<file path="src/rtl/b64d_pkg.sv">
`default_nettype none
package b64d_pkg;

  // result kinds
  typedef enum logic [1:0] {
    KIND_DATA = 2'd0,
    KIND_OK   = 2'd1,
    KIND_ERR  = 2'd2
  } kind_t;

  // sextet codes beyond the 6-bit alphabet
  localparam logic [6:0] SEXTET_PAD = 7'd64;
  localparam logic [6:0] SEXTET_BAD = 7'd65;

  // ascii codes of the alphabet bounds
  localparam logic [7:0] CH_UA    = 8'h41;  // 'A'
  localparam logic [7:0] CH_UZ    = 8'h5a;  // 'Z'
  localparam logic [7:0] CH_LA    = 8'h61;  // 'a'
  localparam logic [7:0] CH_LZ    = 8'h7a;  // 'z'
  localparam logic [7:0] CH_D0    = 8'h30;  // '0'
  localparam logic [7:0] CH_D9    = 8'h39;  // '9'
  localparam logic [7:0] CH_PLUS  = 8'h2b;  // '+'
  localparam logic [7:0] CH_SLASH = 8'h2f;  // '/'
  localparam logic [7:0] CH_EQ    = 8'h3d;  // '='

  // request queue between front and back
  localparam int QDEPTH = 4;
  localparam int QAW    = $clog2(QDEPTH);

  // one queued request: decoded bytes of a quartet and an optional status
  typedef struct packed {
    logic [2:0][7:0] bytes;
    logic [1:0]      nbytes;
    logic            status;
    logic            status_err;
  } job_t;

  // queue status seen by the input stall and the back stage
  typedef struct packed {
    logic full;
    logic empty;
  } qstat_t;

  // map one character to its sextet, pad or bad code
  function automatic logic [6:0] sextet_of(input logic [7:0] c);
    logic [7:0] d;
    d = {1'b0, SEXTET_BAD};
    if (c >= CH_UA && c <= CH_UZ) begin
      d = c - CH_UA;
    end else if (c >= CH_LA && c <= CH_LZ) begin
      d = c - (CH_LA - 8'd26);
    end else if (c >= CH_D0 && c <= CH_D9) begin
      d = c + (8'd52 - CH_D0);
    end else if (c == CH_PLUS) begin
      d = 8'd62;
    end else if (c == CH_SLASH) begin
      d = 8'd63;
    end else if (c == CH_EQ) begin
      d = {1'b0, SEXTET_PAD};
    end
    return d[6:0];
  endfunction

endpackage
`default_nettype wire

</file>
<file path="src/rtl/b64d_front.sv">
`default_nettype none
module b64d_front
  import b64d_pkg::*;
(
  input  wire logic       clk,
  input  wire logic       rst_n,
  input  wire logic       accept,
  input  wire logic [7:0] char_code,
  input  wire logic       end_of_text,
  output logic            push,
  output job_t            job
);

  logic [1:0]  pos_r, pos_nxt;
  logic [17:0] held_r, held_nxt;
  logic        pad3_r, pad3_nxt;
  logic        failed_r, failed_nxt;

  // classify the character, update quartet state and build the request
  always_comb begin
    logic [6:0] v;
    logic [5:0] s0, s1, s2;
    logic       is_pad;
    v      = sextet_of(char_code);
    is_pad = (v == SEXTET_PAD);
    s0     = held_r[17:12];
    s1     = held_r[11:6];
    s2     = held_r[5:0];

    pos_nxt    = pos_r;
    held_nxt   = held_r;
    pad3_nxt   = pad3_r;
    failed_nxt = failed_r;

    job.bytes[0]   = {s0, s1[5:4]};
    job.bytes[1]   = {s1[3:0], s2[5:2]};
    job.bytes[2]   = {s2[1:0], v[5:0]};
    job.nbytes     = 2'd0;
    job.status     = end_of_text;
    job.status_err = 1'b0;

    if (!failed_r) begin
      if (v == SEXTET_BAD || (is_pad && pos_r <= 2'd1)) begin
        failed_nxt = 1'b1;
      end else begin
        case (pos_r)
          2'd0: begin
            held_nxt = {v[5:0], 12'd0};
            pad3_nxt = 1'b0;
            pos_nxt  = 2'd1;
          end
          2'd1: begin
            held_nxt = {held_r[17:12], v[5:0], 6'd0};
            pos_nxt  = 2'd2;
          end
          2'd2: begin
            if (is_pad) begin
              pad3_nxt = 1'b1;
            end else begin
              held_nxt = {held_r[17:6], v[5:0]};
            end
            pos_nxt = 2'd3;
          end
          default: begin
            if (pad3_r) begin
              job.nbytes = 2'd1;
            end else if (is_pad) begin
              job.nbytes = 2'd2;
            end else begin
              job.nbytes = 2'd3;
            end
            pos_nxt = 2'd0;
          end
        endcase
      end
    end

    job.status_err = failed_nxt || (pos_nxt != 2'd0);
    push           = accept && (job.nbytes != 2'd0 || end_of_text);

    // end of text returns to the idle quartet state
    if (end_of_text) begin
      pos_nxt    = 2'd0;
      held_nxt   = 18'd0;
      pad3_nxt   = 1'b0;
      failed_nxt = 1'b0;
    end
  end

  // quartet state registers
  always_ff @(posedge clk) begin
    if (!rst_n) begin
      pos_r    <= 2'd0;
      held_r   <= 18'd0;
      pad3_r   <= 1'b0;
      failed_r <= 1'b0;
    end else if (accept) begin
      pos_r    <= pos_nxt;
      held_r   <= held_nxt;
      pad3_r   <= pad3_nxt;
      failed_r <= failed_nxt;
    end
  end

endmodule
`default_nettype wire

</file>
<file path="src/rtl/b64d_queue.sv">
`default_nettype none
module b64d_queue
  import b64d_pkg::*;
(
  input  wire logic clk,
  input  wire logic rst_n,
  input  wire logic push,
  input  job_t      wr_job,
  input  wire logic pop,
  output job_t      rd_job,
  output qstat_t    stat
);

  job_t           mem [QDEPTH];
  logic [QAW-1:0] wp_r, rp_r;
  logic [QAW:0]   cnt_r;

  assign stat.full  = (cnt_r == (QAW+1)'(QDEPTH));
  assign stat.empty = (cnt_r == '0);
  assign rd_job     = mem[rp_r];

  // storage write
  always_ff @(posedge clk) begin
    if (push) begin
      mem[wp_r] <= wr_job;
    end
  end

  // pointers and fill count
  always_ff @(posedge clk) begin
    if (!rst_n) begin
      wp_r  <= '0;
      rp_r  <= '0;
      cnt_r <= '0;
    end else begin
      if (push) begin
        wp_r <= wp_r + 1'b1;
      end
      if (pop) begin
        rp_r <= rp_r + 1'b1;
      end
      if (push && !pop) begin
        cnt_r <= cnt_r + 1'b1;
      end else if (pop && !push) begin
        cnt_r <= cnt_r - 1'b1;
      end
    end
  end

endmodule
`default_nettype wire

</file>
<file path="src/rtl/b64d_back.sv">
`default_nettype none
module b64d_back
  import b64d_pkg::*;
(
  input  wire logic       clk,
  input  wire logic       rst_n,
  input  job_t            head,
  input  qstat_t          qstat,
  output logic            pop,
  input  wire logic       out_stall,
  output logic            out_valid,
  output logic [7:0]      out_byte,
  output logic [1:0]      out_kind,
  output logic            out_last
);

  job_t       job_r;
  logic       busy_r;
  logic [1:0] idx_r, idx_nxt;
  logic       final_res, fire, load;

  // pick the current result of the held request
  always_comb begin
    logic [2:0] total;
    total     = {1'b0, job_r.nbytes} + {2'b0, job_r.status};
    final_res = ({1'b0, idx_r} == total - 3'd1);
    if (idx_r < job_r.nbytes) begin
      case (idx_r)
        2'd0:    out_byte = job_r.bytes[0];
        2'd1:    out_byte = job_r.bytes[1];
        default: out_byte = job_r.bytes[2];
      endcase
      out_kind = KIND_DATA;
      out_last = final_res;
    end else begin
      out_byte = 8'd0;
      out_kind = job_r.status_err ? KIND_ERR : KIND_OK;
      out_last = 1'b1;
    end
  end

  // hand-off: take the next request when idle or on the final result
  assign out_valid = busy_r;
  assign fire      = busy_r && !out_stall;
  assign load      = !busy_r || (fire && final_res);
  assign pop       = load && !qstat.empty;
  assign idx_nxt   = load ? 2'd0 : (fire ? idx_r + 2'd1 : idx_r);

  // request register and result index
  always_ff @(posedge clk) begin
    if (!rst_n) begin
      busy_r <= 1'b0;
      idx_r  <= 2'd0;
    end else begin
      if (load) begin
        busy_r <= !qstat.empty;
      end
      idx_r <= idx_nxt;
    end
  end

  always_ff @(posedge clk) begin
    if (pop) begin
      job_r <= head;
    end
  end

endmodule
`default_nettype wire

</file>
<file path="src/rtl/base64_decoder_top.sv">
`default_nettype none
// Streaming Base64 decoder, RFC 4648 alphabet, one text character per
// request on the input channel. A front stage classifies each character
// and tracks the quartet; completed quartets (and the end-of-text status)
// go into a four-entry request queue; a back stage sends them out as one
// result per cycle while out_stall is low (data bytes, then a status on
// the end-of-text character, with out_last on the final result of each
// character). The input takes one character per cycle while the queue has
// room; a quartet takes four characters and gives up to four results. With
// the back stage idle, a character's request is written into the queue and
// then loaded into the back stage's request register before its first
// result is presented. After an error the rest of the text is dropped and
// only the error status is reported at its end.
module base64_decoder_top
  import b64d_pkg::*;
(
  input  wire logic       clk,
  input  wire logic       rst_n,
  input  wire logic       in_valid,
  output logic            in_stall,
  input  wire logic [7:0] in_char_code,
  input  wire logic       in_end_of_text,
  output logic            out_valid,
  input  wire logic       out_stall,
  output logic [7:0]      out_byte,
  output logic [1:0]      out_kind,
  output logic            out_last
);

  logic   accept, push, pop;
  job_t   wr_job, rd_job;
  qstat_t qstat;

  assign in_stall = qstat.full;
  assign accept   = in_valid && !in_stall;

  b64d_front u_front (
    .clk         (clk),
    .rst_n       (rst_n),
    .accept      (accept),
    .char_code   (in_char_code),
    .end_of_text (in_end_of_text),
    .push        (push),
    .job         (wr_job)
  );

  b64d_queue u_queue (
    .clk    (clk),
    .rst_n  (rst_n),
    .push   (push),
    .wr_job (wr_job),
    .pop    (pop),
    .rd_job (rd_job),
    .stat   (qstat)
  );

  b64d_back u_back (
    .clk       (clk),
    .rst_n     (rst_n),
    .head      (rd_job),
    .qstat     (qstat),
    .pop       (pop),
    .out_stall (out_stall),
    .out_valid (out_valid),
    .out_byte  (out_byte),
    .out_kind  (out_kind),
    .out_last  (out_last)
  );

  // queue cannot be full and empty at once
  a_qstat: assert property (@(posedge clk) disable iff (!rst_n)
    !(qstat.full && qstat.empty))
    else $error("queue full and empty together");

  // a status result is always the last of its character
  a_status_last: assert property (@(posedge clk) disable iff (!rst_n)
    (out_valid && out_kind != KIND_DATA) |-> (out_last && out_byte == 8'd0))
    else $error("status result not final or nonzero byte");

  // never pop an empty queue
  a_pop_empty: assert property (@(posedge clk) disable iff (!rst_n)
    pop |-> !qstat.empty)
    else $error("pop from empty queue");

endmodule
`default_nettype wire

</file>
<file path="config.mk">
export PLATFORM = sky130hd
export DESIGN_NAME = base64_decoder_top
export DESIGN_NICKNAME = d
export VERILOG_FILES = /design/src/rtl/b64d_pkg.sv /design/src/rtl/b64d_front.sv /design/src/rtl/b64d_queue.sv /design/src/rtl/b64d_back.sv /design/src/rtl/base64_decoder_top.sv
export SDC_FILE = /design/constraint.sdc
export NUM_CORES = 1
export LEC_CHECK = 0
export ABC_CLOCK_PERIOD_IN_PS = 5500
export BUFFER_PORTS_ARGS = -buffer_cell sky130_fd_sc_hd__buf_2
export CAP_MARGIN = 20
export CORE_ASPECT_RATIO = 0.9
export CORE_MARGIN = 10
export CORE_UTILIZATION = 62
export DETAILED_ROUTE_END_ITERATION = 12
export GPL_TIMING_DRIVEN = 0
export PLACE_DENSITY = 0.8
export SLEW_MARGIN = 20
export SYNTH_ARGS = -nofsm -noshare
export SYNTH_HDL_FRONTEND = slang
export SYNTH_HIERARCHICAL = 1
export SYNTH_SLANG_ARGS = --single-unit
export TNS_END_PERCENT = 1
</file>
<file path="constraint.sdc">
create_clock -name clk -period 5.5 [get_ports clk]
set_clock_uncertainty 0.1 [all_clocks]
set_input_delay 0.825 -clock clk [delete_from_list [all_inputs] [get_ports clk]]
set_output_delay 0.825 -clock clk [all_outputs]
set_load 0.01 [all_outputs]
</file>
==> results_dict.tcl, run 1 <==
set metrics [dict create \
    cts.sinks 174 \
    r2r-end "u_queue/cnt_r[2]" \
    cts-buffers-inserted 17 \
    drtPass1Iterations 5 \
    clock_path_buffers 2 \
    fin_ws_ns 0.8077 \
    initial_utilization 0.6302 \
    crit_required_ns 5.74 \
    rrSetupSlack_ns 2.28 \
    grtUsageTotal 0.1975 \
    nets 591 \
    final_util 0.7247 \
    ant_nets 0 \
    antenna_cells 0 \
    grt-ovfl-total 0 \
    holdWs_ns 0.4131 \
    yosysSeqAreaShare 0.6443 \
    power_density_nw_per_um2 461.8 \
    die_h_um 124.9 \
    synthArstFlopShare 0 \
    end_kind "register" \
    cts.root.buffer_cell "clkbuf_16" \
    finalCritPeriodShare 0.8532 \
    gp_congestion 0.8918 \
    final_area_um2 8717 \
    p_leak_nw 3.209 \
    cts_setup_buffers 0 \
    criticalPathCategory "input port to register" \
    avgSynthCellArea_um2 14.98 \
    relSlewSlack 0.4445 \
    ys_ff_latch 174 \
    synth_common_cells "edfxtp_1, nand2_1, dfxtp_1" \
    clock_latency_ns 0.42 \
    use_met3 0.05081 \
    worstPathMaxFanout 11 \
    synthCells 506 \
    cts.repair.resized 0 \
    row_count 38 \
    clk_pin_slew_worst_paths_ns 0.06 \
    synth_mux_area_frac 0.1003 \
    ys_types 72 \
    drv_cap 0 \
    tightestPinTransition_ns 0.8221 \
    dp.final_hpwl_um 10410 \
    synth_most_common_cell "edfxtp_1" \
    synth_compound_area_frac 0.07691 \
    yosys.area.top_type_share 0.5545 \
    cts_max_level 4 \
    globalRouteMet2Util 0.3264 \
    setup_viol 0 \
    antenna_found_initial 0 \
    routed_wl_um 16020 \
    grt_max_degree 28 \
    die_x_um 136.6 \
    dieArea_um2 17060 \
    ys_warn_count 6 \
    io_pins 26 \
    hold_viol 0 \
    synth_ff_type "edfxtp_1" \
    synth_fa_ha_area_frac 0.03895 \
    cts_tree "done" \
    r2r.worst_path.cells 12 \
    holdBufCountCts 0 \
    min_period_ns 4.692 \
    synth_top_cell_by_area "edfxtp_1" \
    synth-edff-count 140 \
    port_buffers 25 \
    grt-busiest-layer "met2" \
    fmax_mhz 213.1 \
    post-route-drc-count 0 \
    synth.area.top_cells "edfxtp_1, dfxtp_1, mux4_2, ha_1, mux4_1" \
    grt_pass1_wl_um 25570 \
    pre_cts_ws_ns 0.4536 \
    drtIter0Drc 415 \
    dpl_cell_area_um2 8041 \
    synthXorXnorAreaFrac 0.01139 \
    cp.arrival_ns 4.93 \
    routed_via_density 6.100 \
    cp-startpoint "in_char_code[3]" \
    grt_pass1_vias 4649 \
    max_stage_delay_ns 0.37 \
    critPathCapture "u_queue/cnt_r[2]" \
    hp-class "register to register" \
    crit_chain "buf_2, clkbuf_1, inv_1, ha_1, and4bb_4, or2_1, buf_6, o221ai_1, a21oi_2, o31a_1, nand2_1, and3_1, o21a_1, ha_1, inv_1, fa_1, xor2_1, or3_1, a21boi_0" \
    yosys.area_share.simple 0.09771 \
    syn_area_um2 7581 \
    ir_drop_uv 261.3 \
    setup_tns_ns 0 \
    rsz0062_at_grt "false" \
    status "finished clean" \
    final_layout_size_suffix_gt1_frac 0.1919 \
    area_growth_pct 14.99 \
    core_um2 12030 \
    synth_fp_nets 542 \
    synth_top_family_by_area "multiplexers" \
    drv_slew 0 \
    wl_per_cell_um 22.00 \
    num_vias 4441 \
    slowest_stage "fa_1" \
    crit_path_start_kind "input port" \
    gr-usage-met1 0.2423 \
    r2r-start "u_front/pos_r[1]" \
]
[flip-flops by register name, indices dropped and copies added, names as in the netlist, named ones only]
| register | cells |
|---|---|
| u_back/idx_r | 2 |
| u_back/job_r | 28 |
| u_back/out_valid | 1 |
| u_front/failed_r | 1 |
| u_front/held_r | 18 |
| u_front/pad3_r | 1 |
| u_front/pos_r | 2 |
| u_queue/cnt_r | 3 |
| u_queue/mem | 112 |
| u_queue/rp_r | 2 |
| u_queue/wp_r | 2 |
[critical path, delay by kind of cell]
kind | cells | cell delay (ns)
simple gates | 5 | 1.18
compound gates | 5 | 1.15
fa+ha+maj | 3 | 0.86
buf+inv | 5 | 0.76
xor+xnor | 1 | 0.16
[per-layer routing]
| metal | vias to the layer above | part of all wire |
|---|---|---|
| met5 | - | 0 |
| met4 | 0 | 0.014 |
| met3 | 18 | 0.068 |
| met2 | 168 | 0.52 |
| met1 | 2209 | 0.40 |
| li1 | 2046 | - |
[placed cells by master (no fill, tap or decap), drive strengths merged, types with 9 or more instances in the layout]
cell type | Yosys | layout
edfxtp | 140 | 140
nand2 | 48 | 48
buf | 14 | 44
dfxtp | 34 | 34
clkbuf | 7 | 29
mux4 | 28 | 28
ha | 22 | 22
inv | 20 | 20
a21oi | 17 | 17
o21ai | 16 | 16
nor2 | 15 | 15
and2 | 15 | 15
nor3 | 12 | 12
mux2i | 10 | 10
nand3 | 9 | 9
nor2b | 9 | 9
[report_power, final]
part / switching (mW) / total, mW / internal (mW)
sequential: 0.0764 / 1.72 / 1.65
clock: 0.463 / 1.34 / 0.880
combinational: 0.531 / 0.960 / 0.429
[worst min path at each step]
stage / start / endpoint / slack, ns / cells after the start
2_1_floorplan: u_front/held_r[16] / u_queue/mem[0][10] / 0.36 / 0
3_3_place_gp: u_front/held_r[9] / u_queue/mem[2][19] / 0.37 / 0
3_5_place_dp: u_queue/cnt_r[2] / u_queue/cnt_r[2] / 0.40 / 2
4_1_cts: u_front/held_r[13] / u_front/held_r[13] / 0.42 / 2
5_1_grt: u_front/held_r[13] / u_queue/mem[3][7] / 0.44 / 0
6_report: u_front/held_r[15] / u_queue/mem[3][9] / 0.41 / 0
[logic make-up (layout without fill, tap and decap cells)]
group / after synthesis / in the layout
buf+inv: 41 / 103
xor+xnor: 9 / 9
mux: 38 / 38
flops: 174 / 174
compound gates: 84 / 84
simple gates: 137 / 137
fa+ha+maj: 23 / 23
[cell type report]
cell class | count | area (µm²)
flip-flops and latches | 174 | 4885
clock buffers | 22 | 465.4
fillers | 676 | 3312
well taps | 160 | 200.2
clock inverters | 10 | 210.2
inverters | 20 | 75.07
plain buffers | 21 | 155.1
multi-input cells | 291 | 2479
repair buffers | 30 | 247.7
[metrics by stage]
step	power, mW	instances
floorplan	2.375	506
global placement	2.622	691
detailed placement	2.695	696
CTS	4.054	728
global route	4.203	728
finish	4.026	728
No activity file was read; power rests on OpenSTA's default activity.
==> run 2: changes to the inputs <==
Settings changed: CELL_PAD_IN_SITES_DETAIL_PLACEMENT set to 1, CELL_PAD_IN_SITES_GLOBAL_PLACEMENT set to 1, CORE_UTILIZATION 62 to 52, PLACE_DENSITY 0.8 to unset, PLACE_DENSITY_LB_ADDON set to 0.1.
==> run 2 against run 1 <==
Against the previous run: register-to-register slack better by 0.03 ns; power fell by 3.1%; clock power fell by 9.7%; wire length grew 5.5%; via count fell by 1.1%; sequential power barely moved; fmax decreased by 1.9%; setup slack lost 0.090 ns; sequential share of layout area grew 0.27 points; critical path type unchanged.
==> results_dict.tcl, run 2 (synthesis gave the netlist of run 1 again) <==
set metrics [dict create \
    clk_pin_slew_worst_paths_ns 0.07 \
    dp.final_hpwl_um 11430 \
    cts.repair.resized 0 \
    ant_nets 0 \
    routed_via_density 5.771 \
    fmax_mhz 209.1 \
    largest_reg_flops 112 \
    hold_viol 0 \
    holdBufCountCts 0 \
    area_growth_pct 14.42 \
    most-common-layout-cells "edfxtp_1, nand2_1, dfxtp_1" \
    antenna_found_initial 0 \
    io_pins 26 \
    drv_slew 0 \
    grtUsageTotal 0.1750 \
    tightestPinTransition_ns 0.8527 \
    clock_latency_ns 0.43 \
    final_util 0.6127 \
    end_kind "register" \
    ir_drop_uv 290.3 \
    finalCritPeriodShare 0.8695 \
    cts_tree "done" \
    drv_cap 0 \
    final_common_cell "edfxtp_1" \
    grt_pass1_wl_um 26790 \
    reg.largest.list "u_queue/mem (112), u_back/job_r (28), u_front/held_r (18)" \
    setup_tns_ns 0 \
    grt-ovfl-total 0 \
    drtPass1Iterations 5 \
    regMostFlops "u_queue/mem" \
    hp-class "register to register" \
    port_buffers 25 \
    pre_cts_ws_ns 0.3633 \
    cts_setup_buffers 0 \
    cp.arrival_ns 5.04 \
    row_count 41 \
    cts_max_level 4 \
    cts.root.buffer_cell "clkbuf_16" \
    criticalPathCategory "input port to register" \
    p_leak_nw 3.175 \
    num_vias 4392 \
    min_period_ns 4.782 \
    cts.sinks 174 \
    post-route-drc-count 0 \
    wl_per_cell_um 22.20 \
    rsz0062_at_grt "false" \
    core_um2 14160 \
    crit_path_start_kind "input port" \
    routed_wl_um 16890 \
    die_x_um 147.3 \
    relSlewSlack 0.4238 \
    die_h_um 134.5 \
    status "finished clean" \
    cts-buffers-inserted 17 \
    antenna_cells 0 \
    initial_utilization 0.5354 \
    dieArea_um2 19820 \
    fin_ws_ns 0.7177 \
    power_density_nw_per_um2 449.5 \
    drtIter0Drc 286 \
    clock_path_buffers 2 \
    gp_congestion 0.8190 \
    nets 591 \
    crit_required_ns 5.75 \
    grt_max_degree 28 \
    worstPathMaxFanout 8 \
    setup_viol 0 \
    final_layout_size_suffix_gt1_frac 0.1989 \
    grt_pass1_vias 4793 \
]
run 2: worst paths after layout:
path	endpoint	slack [ns]	startpoint	cells after the start
max	u_queue/cnt_r[2]	0.72	in_char_code[3]	19
min	u_queue/cnt_r[2]	0.41	u_queue/cnt_r[2]	2
max reg2reg	u_queue/cnt_r[2]	2.31	u_front/pos_r[1]	12
min reg2reg	u_queue/cnt_r[2]	0.41	u_queue/cnt_r[2]	2
run 2: area by class of cell:
| cell class | instances | area [µm²] |
|---|---|---|
| Clock buffer | 18 | 439.2 |
| Buffer | 21 | 155.1 |
| Fill cell | 1353 | 5484 |
| Inverter | 20 | 75.07 |
| Timing Repair Buffer | 30 | 232.7 |
| Sequential cell | 174 | 4885 |
| Multi-Input combinational cell | 291 | 2479 |
| Clock inverter | 14 | 167.7 |
| Tap cell | 193 | 241.5 |
run 2: metal layers:
layer | vias up | routed length (µm) | global-route usage
met3 | 19 | 565 | 0.03808
li1 | 2042 | - | -
met5 | - | 0 | 0
met2 | 81 | 8339 | 0.2940
met4 | 0 | 209 | 0.04675
met1 | 2250 | 7779 | 0.2254
run 2: where the power goes:
part | switching (mW) | internal, mW
Clock | 0.550 | 0.663
Combinational | 0.545 | 0.424
Sequential | 0.0734 | 1.64
Total | 1.17 | 2.73
run 2: per-stage QoR:
step	hold WS (ns)	area [µm²]	total power, mW	std cells
after detailed placement	0.4004	8068	2.716	729
after global placement	0.3871	7948	2.633	724
after CTS	0.4182	8675	3.939	761
after global routing	0.4333	8675	4.094	761
final	0.4092	8675	3.899	761
after floorplan	0.3600	7581	2.375	506
run 2: critical path, stage by stage:
cell,delay [ns]
buf_2,0.11
clkbuf_1,0.20
inv_1,0.19
ha_1,0.22
and4bb_4,0.30
or2_1,0.13
buf_6,0.11
nor3_1,0.04
a2111oi_0,0.74
nor4b_4,0.43
nand2_1,0.18
and3_1,0.24
o21a_1,0.27
ha_1,0.27
inv_1,0.08
fa_1,0.17
xor2_1,0.07
or3_1,0.31
a21boi_0,0.15
